===== src/rtl/bus_pkg.sv =====
// ----------------------------------------------------------------------------
// bus_pkg - shared types and constants for the bounded unique set
// Request kinds, port widths, default sizes and the per-cell control word.
// ----------------------------------------------------------------------------
package bus_pkg;

	localparam int CAPACITY_DEF   = 16;
	localparam int ITEM_WIDTH_DEF = 32;

	localparam int KIND_W  = 2;
	localparam int VALUE_W = 32;
	localparam int COUNT_W = 5;

	typedef enum logic [KIND_W-1:0] {
		KIND_ADD      = 2'd0,
		KIND_REMOVE   = 2'd1,
		KIND_CONTAINS = 2'd2,
		KIND_CLEAR    = 2'd3
	} kind_t;

	// ins: every cell takes its left neighbour's entry (new value enters cell 0)
	// del: cells at and beyond the hit take their right neighbour's entry
	typedef struct packed {
		logic ins;
		logic del;
	} cell_ctrl_t;

endpackage


===== src/rtl/bounded_unique_set_top.sv =====
// ----------------------------------------------------------------------------
// bounded_unique_set_top - set of up to CAPACITY distinct values
// A row of slot cells with a live count and a registered result word.
// ----------------------------------------------------------------------------
// Usage:
//   Request channel: in_valid / in_stall with kind and value. A word is taken
//   on a rising edge with in_valid high and in_stall low. kind selects add,
//   remove, contains or clear; value is cut to ITEM_WIDTH bits.
//   Result channel: out_valid / out_stall with success, count and empty_res.
//   Exactly one result word per request, in request order.
//   Result: registered; it shows in the cycle after the request is taken.
//   Throughput: one request per cycle while in_stall is low. All cells compare
//   the value and the row shifts by one slot in the same cycle, so the compare
//   across the row and the hit chain along it set the cycle time.
//   Stall: the result register holds while out_stall is high; a new request
//   is still taken in the cycle the held word is taken, otherwise in_stall
//   rises until it leaves.
//   Reset (arst_n low): count goes to zero and no result is pending. The slot
//   contents are not cleared; only slots below the count are ever compared.
//   Order inside the store is kept, newest first: add pushes at slot 0, remove
//   closes the gap by shifting the tail down one slot.
// ----------------------------------------------------------------------------
module bounded_unique_set_top #(
	parameter int CAPACITY   = bus_pkg::CAPACITY_DEF,
	parameter int ITEM_WIDTH = bus_pkg::ITEM_WIDTH_DEF
) (
	input  logic                         clk,
	input  logic                         arst_n,
	input  logic                         in_valid,
	output logic                         in_stall,
	input  logic [bus_pkg::KIND_W-1:0]   kind,
	input  logic [bus_pkg::VALUE_W-1:0]  value,
	output logic                         out_valid,
	input  logic                         out_stall,
	output logic                         success,
	output logic [bus_pkg::COUNT_W-1:0]  count,
	output logic                         empty_res
);

	localparam int CNT_W = $clog2(CAPACITY + 1);

	logic                  accept;
	bus_pkg::kind_t        req_kind;
	logic [ITEM_WIDTH-1:0] req_item;

	logic [CNT_W-1:0]      cnt_q;
	logic [CNT_W-1:0]      cnt_next;
	logic                  ok;
	logic                  found;

	logic [ITEM_WIDTH-1:0] item_arr [CAPACITY];
	logic [CAPACITY-1:0]   match_vec;
	logic [CAPACITY:0]     hit_chain;

	bus_pkg::cell_ctrl_t   ctrl;

	logic                  out_valid_q;
	logic                  success_q;
	logic [CNT_W-1:0]      res_cnt_q;

	assign in_stall = out_valid_q & out_stall;
	assign accept   = in_valid & ~in_stall;
	assign req_kind = bus_pkg::kind_t'(kind);
	assign req_item = ITEM_WIDTH'(value);

	// hit chain runs along the row; its far end says the value is live
	assign hit_chain[0] = 1'b0;
	assign found        = hit_chain[CAPACITY];

	// request decode and next count
	always_comb begin
		ctrl     = '0;
		ok       = 1'b0;
		cnt_next = cnt_q;
		unique case (req_kind)
			bus_pkg::KIND_ADD: begin
				if ((cnt_q < CNT_W'(CAPACITY)) && !found) begin
					ok       = 1'b1;
					ctrl.ins = accept;
					cnt_next = cnt_q + CNT_W'(1);
				end
			end
			bus_pkg::KIND_REMOVE: begin
				if (found) begin
					ok       = 1'b1;
					ctrl.del = accept;
					cnt_next = cnt_q - CNT_W'(1);
				end
			end
			bus_pkg::KIND_CONTAINS: begin
				ok = found;
			end
			bus_pkg::KIND_CLEAR: begin
				ok       = 1'b1;
				cnt_next = '0;
			end
			default: begin
				ok = 1'b0;
			end
		endcase
	end

	// row of slot cells
	for (genvar i = 0; i < CAPACITY; i++) begin : g_cell
		logic [ITEM_WIDTH-1:0] left_item;
		logic [ITEM_WIDTH-1:0] right_item;

		if (i == 0) begin : g_head
			assign left_item = req_item;
		end else begin : g_body
			assign left_item = item_arr[i-1];
		end

		if (i == CAPACITY - 1) begin : g_tail
			assign right_item = item_arr[i];
		end else begin : g_inner
			assign right_item = item_arr[i+1];
		end

		bus_cell #(
			.ITEM_WIDTH (ITEM_WIDTH),
			.CNT_W      (CNT_W),
			.INDEX      (i)
		) u_cell (
			.clk        (clk),
			.ctrl       (ctrl),
			.cnt        (cnt_q),
			.req_item   (req_item),
			.left_item  (left_item),
			.right_item (right_item),
			.hit_in     (hit_chain[i]),
			.item_q     (item_arr[i]),
			.match      (match_vec[i]),
			.hit_out    (hit_chain[i+1])
		);
	end

	// count and result word
	always_ff @(posedge clk or negedge arst_n) begin
		if (!arst_n) begin
			cnt_q       <= '0;
			out_valid_q <= 1'b0;
		end else begin
			if (accept) begin
				cnt_q       <= cnt_next;
				out_valid_q <= 1'b1;
			end else if (!out_stall) begin
				out_valid_q <= 1'b0;
			end
		end
	end

	always_ff @(posedge clk) begin
		if (accept) begin
			success_q <= ok;
			res_cnt_q <= cnt_next;
		end
	end

	assign out_valid = out_valid_q;
	assign success   = success_q;
	assign count     = bus_pkg::COUNT_W'({{bus_pkg::COUNT_W{1'b0}}, res_cnt_q});
	assign empty_res = (res_cnt_q == '0);

	// checks
	a_cnt_bound: assert property (@(posedge clk) disable iff (!arst_n)
		cnt_q <= CNT_W'(CAPACITY))
		else $error("live count above capacity");

	a_unique_hit: assert property (@(posedge clk) disable iff (!arst_n)
		$onehot0(match_vec))
		else $error("value live in more than one slot");

	a_clear_empties: assert property (@(posedge clk) disable iff (!arst_n)
		(accept && req_kind == bus_pkg::KIND_CLEAR) |=> (cnt_q == '0 && success_q))
		else $error("clear left entries live");

	a_add_grows: assert property (@(posedge clk) disable iff (!arst_n)
		(accept && req_kind == bus_pkg::KIND_ADD) |=>
			(success_q == (cnt_q == $past(cnt_q) + CNT_W'(1))))
		else $error("add result disagrees with count change");

	a_contains_keeps: assert property (@(posedge clk) disable iff (!arst_n)
		(accept && req_kind == bus_pkg::KIND_CONTAINS) |=> $stable(cnt_q))
		else $error("lookup changed the count");

endmodule


===== src/rtl/bus_cell.sv =====
// ----------------------------------------------------------------------------
// bus_cell - one slot of the set store
// Holds one entry, compares it with the request and shifts with its neighbours.
// ----------------------------------------------------------------------------
module bus_cell #(
	parameter int ITEM_WIDTH = bus_pkg::ITEM_WIDTH_DEF,
	parameter int CNT_W      = bus_pkg::COUNT_W,
	parameter int INDEX      = 0
) (
	input  logic                   clk,
	input  bus_pkg::cell_ctrl_t    ctrl,
	input  logic [CNT_W-1:0]       cnt,
	input  logic [ITEM_WIDTH-1:0]  req_item,
	input  logic [ITEM_WIDTH-1:0]  left_item,
	input  logic [ITEM_WIDTH-1:0]  right_item,
	input  logic                   hit_in,
	output logic [ITEM_WIDTH-1:0]  item_q,
	output logic                   match,
	output logic                   hit_out
);

	logic live;

	// slot is live while its index is below the count
	assign live    = CNT_W'(INDEX) < cnt;
	assign match   = live && (item_q == req_item);
	assign hit_out = hit_in | match;

	always_ff @(posedge clk) begin
		if (ctrl.ins) begin
			item_q <= left_item;
		end else if (ctrl.del && hit_out) begin
			item_q <= right_item;
		end
	end

endmodule


===== config.mk =====
export PLATFORM = sky130hd
export DESIGN_NAME = bounded_unique_set_top
export DESIGN_NICKNAME = d
export VERILOG_FILES = /design/src/rtl/bus_pkg.sv /design/src/rtl/bounded_unique_set_top.sv /design/src/rtl/bus_cell.sv
export SDC_FILE = /design/constraint.sdc
export NUM_CORES = 1
export LEC_CHECK = 0
export BUFFER_PORTS_ARGS = -buffer_cell sky130_fd_sc_hd__buf_2
export CORE_UTILIZATION = 40
export CTS_BUF_LIST = sky130_fd_sc_hd__clkbuf_16
export CTS_CLUSTER_DIAMETER = 50
export DETAILED_ROUTE_END_ITERATION = 10
export GPL_TIMING_DRIVEN = 0
export PLACE_DENSITY_LB_ADDON = 0.15
export SLEW_MARGIN = 5
export SYNTH_ARGS = -nofsm -noshare
export SYNTH_HDL_FRONTEND = slang
export SYNTH_HIERARCHICAL = 1
export SYNTH_SLANG_ARGS = --single-unit

===== constraint.sdc =====
create_clock -name clk -period 12.1 [get_ports clk]
set_input_delay 1.21 -clock clk [delete_from_list [all_inputs] [get_ports clk]]
set_output_delay 1.21 -clock clk [all_outputs]
set_load 0.02 [all_outputs]

* After elaboration in Yosys (flattened, before gate mapping) *
Cells that the tools add are included.

storage, ports and cells
  bits in registers = 524
  bits of input ports = 38
  output and inout bits = 9
  logic and storage cells = 169

cells by class
  $add $sub $neg = 2
  magnitude comparators = 17
  equal/unequal tests = 20
  muxes and demuxes = 42
  bitwise gates (word level) = 18
  reduce and logical (&&, ||, !) cells = 50

operators by type and width
  cell                                                                          count
  32-bit two-way mux                                                            30
  32-bit equality test                                                          16
  4-bit by 5-bit less-than comparator with 1-bit output (first input constant)  8
  1-bit logical AND                                                             32
  2-bit nonzero test                                                            15
  3-bit by 5-bit less-than comparator with 1-bit output (first input constant)  4
  1-bit bitwise OR                                                              15
  5-bit case mux with 3 select lines                                            1
  1-bit by 5-bit less-than comparator with 1-bit output (first input constant)  2
  2-bit by 5-bit less-than comparator with 1-bit output (first input constant)  2
  5-bit two-way mux                                                             2
  1-bit two-way mux                                                             8
  5-bit by 1-bit adder with 5-bit output (second input constant)                1
  5-bit logical NOT                                                             1
  5-bit less-than comparator (second input constant)                            1
  5-bit by 1-bit subtractor with 5-bit output (second input constant)           1
  2-bit equality test (second input constant)                                   2
  1-bit case mux with 4 select lines                                            1
  1-bit AND                                                                     2
  2-bit by 1-bit equality test with 1-bit output (second input constant)        1
  2-bit logical NOT                                                             1
  2-bit by 1-bit inequality test with 1-bit output (second input constant)      1
  1-bit logical NOT                                                             1
  1-bit NOT                                                                     1

* Longest topological paths before layout *
  depth in word-level cells = 22
  mapped depth = 29
  depth with buffers taken out = 26

* By module *
Netlist, hierarchy kept.

by module, submodules not included
  module                             times used  cells each  area an instance (um2)  sequential area each (um2)
  bus_cell at g_cell[0].u_cell ...   2           120         1,735.4                 960.9
  bus_cell at g_cell[14].u_cell ...  2           119         1,734.2                 960.9
  bus_cell at g_cell[7].u_cell       1           124         1,774.2                 960.9
  bus_cell at g_cell[2].u_cell       1           119         1,767.9                 960.9
  bus_cell at g_cell[1].u_cell       1           126         1,760.4                 960.9
  bus_cell at g_cell[10].u_cell      1           120         1,747.9                 960.9
  bus_cell at g_cell[8].u_cell       1           121         1,747.9                 960.9
  bus_cell at g_cell[12].u_cell      1           120         1,737.9                 960.9
  bus_cell at g_cell[5].u_cell       1           116         1,736.7                 960.9
  bus_cell at g_cell[15].u_cell      1           119         1,730.4                 960.9
  bus_cell at g_cell[9].u_cell       1           118         1,730.4                 960.9
  bus_cell at g_cell[3].u_cell       1           119         1,727.9                 960.9
  bus_cell at g_cell[13].u_cell      1           117         1,725.4                 960.9
  bus_cell at g_cell[11].u_cell      1           118         1,722.9                 960.9
  bounded_unique_set_top             1           86          844.6                   330.3

* Worst setup path after synthesis *
No wires, ideal clock.

  path kind = input to register
  start point = in value[20] in the netlist's numbering
  end point = reg g_cell[3].u_cell.item_q[0], enable pin
  library setup time = 0.470 ns
  arrival time = 7.597 ns
  required time = 11.630 ns
  slack = 4.033 ns
  stages on the path = 25
  buffers on the path = 1
  path through = xor2_1 -> nor4_1 -> nand3_1 -> or3_4 -> o21bai_1 -> or2_1 -> inv_1 -> o31ai_1 -> or2_1 -> or2_1 -> or2_1 -> nand2b_1 -> nand2b_1 -> or2_1 -> or2_1 -> or2_1 -> or2_1 -> or2_1 -> or2_1 -> nand2b_1 -> buf_6 -> nand2_1 -> nor2_1 -> nand4_1 -> o31ai_1

RTL lines
  item                    line                          RTL
  start: declaration      bounded_unique_set_top.sv:32  input logic [bus_pkg::VALUE_W-1:0] value,
  end signal: assignment  bus_cell.sv:31                item_q <= left_item;
  end signal: assignment  bus_cell.sv:33                item_q <= right_item;
  end: declaration        bus_cell.sv:17                output logic [ITEM_WIDTH-1:0] item_q,

==> results.txt <==
Status - complete, no violations
Worst-Margin Slew - 1230 ps
Arr. time, crit path - 9490 ps
1st-iter DRT viols - 1,780
Final Cell Area - 0.03287 mm^2
Router iterations before antenna repair - 5
Commonest non-fill, non-tap cell in the layout - edfxtp_1
DR vias - 17,720
Yosys warning total - 6
Vias in the first global route - 17,960
Worst skew pair latency - 610 ps
Per-cell routed wire length - 29.27 um
Final-stage net count - 2,166
# H-tree levels - 3
Area growth, synth to finish - 14.81%
WP buf/inv - 8
Post-CTS setup buffers - 0
DRC - 0
Die Wd - 269.5 um
Largest net degree at the start of global routing - 33
CTS Buf Count - 67
Initial antenna violation count - 0
Rel. slew slack - 0.1802
Gr ovfl total - 0
Leakage - 10.29 nW
Core footprint - 0.07039 mm^2
CP Launch Type - input port
Netlist Area Pre-Place - 0.02863 mm^2
Max_cap viols - 0
IO Port Bufs - 46
Vias per inst - 5.693
CTS tree - done
Layout cells sized above 1 - 0.3373
CP peak stage delay - 640 ps
Cells after Synth - 1,989
Hold Path Class - in -> async
Worst-path maximum fanout - 17
Max Slew Vio Count - 0
CTS root buf - clkbuf_16
CTS Sinks - 524
Tmin final - 9187 ps
N_diodes - 0
Power Density - 143.0 mW/mm^2
Most used cell, CP - or2_1
CP delay by family, top - simple AND/OR/NAND/NOR gates
CP max stage cell - clkbuf_1
Clock Skew - 25.05 ps
Clock buffer depth - 3
Final estimated routing congestion in global placement - 0.9556
Mean post-synth cell area - 14.39 um^2
Total wire length - 91,110 um
Final hold vios - 0
Full die area - 0.07265 mm^2
RSZ-0062 raised after global routing - false
Num rows - 97
Hold buffers post-CTS - 0
Most frequent cells in the layout - 518 x edfxtp_1, 477 x mux2_2, 413 x xnor2_1
Critical path class - in -> reg
Hpwl dp - 70,320 um
Final worst-path cycle share - 0.7593
Chip height - 269.5 um
Worst hold slack - 429.8 ps
First-pass GRT wire length - 131,200 um
I/O Pins - 47
Clk pin slew, worst setup/hold paths - 60 ps
PostCTS Resize Cnt - 0
Fillcell total - 6,264
Total negative slack - 0 ps
Critical path required time - 12,400 ps
Final setup viols - 0
Placed Area - 0.03059 mm^2
Routed Antenna Nets - 0
Critical Path End Type - flop
Fmax - 108.8 MHz
Tot GR Track Use - 0.2490
VDD IR-drop max - 0.08876 mV
Initial core utilization - 0.4067
==> worst reg2reg max path: cells and delay by family, from the launching register on <==
| family | cells | cell delay (ps) |
|---|---|---|
| compound gates | 4 | 580 |
| simple gates | 20 | 5150 |
| flops | 1 | 840 |
| buf+inv | 7 | 1910 |
==> per-stage QoR <==
| step | utilization | power [mW] | worst slack [ps] | instances |
|---|---|---|---|---|
| 2_1_floorplan | - | 2.408 | 4059 | 1990 |
| 3_3_place_gp | 0.4268 | 2.627 | 313.0 | 2976 |
| 3_5_place_dp | 0.4346 | 2.644 | 2279 | 2993 |
| 4_1_cts | 0.4669 | 4.719 | 2882 | 3113 |
| 5_1_grt | 0.4669 | 4.829 | 2664 | 3113 |
| 6_report | 0.4669 | 4.700 | 2913 | 3113 |
==> report_power, final <==
group | switching [mW] | leakage [nW] | internal [mW]
combinational | 0.282 | 4.35 | 0.187
sequential | 0.104 | 4.78 | 2.05
clock | 0.804 | 1.17 | 1.27
==> area by class of cell <==
class                           count  area (um^2)  share of cell area
Sequential cell                   524        15710              0.4778
Multi-Input combinational cell   1374        12670              0.3855
Clock buffer                       69         1727             0.05253
Tap cell                          940         1176             0.03578
Timing Repair Buffer               63        631.9             0.01922
Clock inverter                     51        548.0             0.01667
Buffer                             66        312.8            0.009517
Inverter                           26        97.59            0.002969
==> metal layers <==
| metal | GRT usage | wire length (um) | up-vias |
|---|---|---|---|
| li1 | - | - | 7761 |
| met1 | 0.3756 | 42430 | 9166 |
| met2 | 0.3509 | 38190 | 702 |
| met3 | 0.06866 | 9044 | 90 |
| met4 | 0.05293 | 1294 | 2 |
| met5 | 0.01447 | 149 | - |
==> sequential cells by signal, indices dropped and copies added, names as in the netlist <==
register / flops
cnt_q: 5
g_cell.u_cell/item_q: 512
success: 1
count: 5
out_valid: 1
==> final timing paths <==
check | startpoint | endpoint | slack [ps] | cells past startpoint
max reg2reg | cnt_q[3] | g_cell[1].u_cell/item_q[1] | 3330 | 31
min | arst_n | out_valid | 430 | 1
max | value[17] | g_cell[1].u_cell/item_q[1] | 2910 | 33
min reg2reg | out_valid | out_valid | 520 | 2
min in group clk | out_valid | out_valid | 520 | 2
max in group asynchronous | arst_n | cnt_q[4] | 11520 | 1
Note: power is estimated with default switching activity, not from simulation.
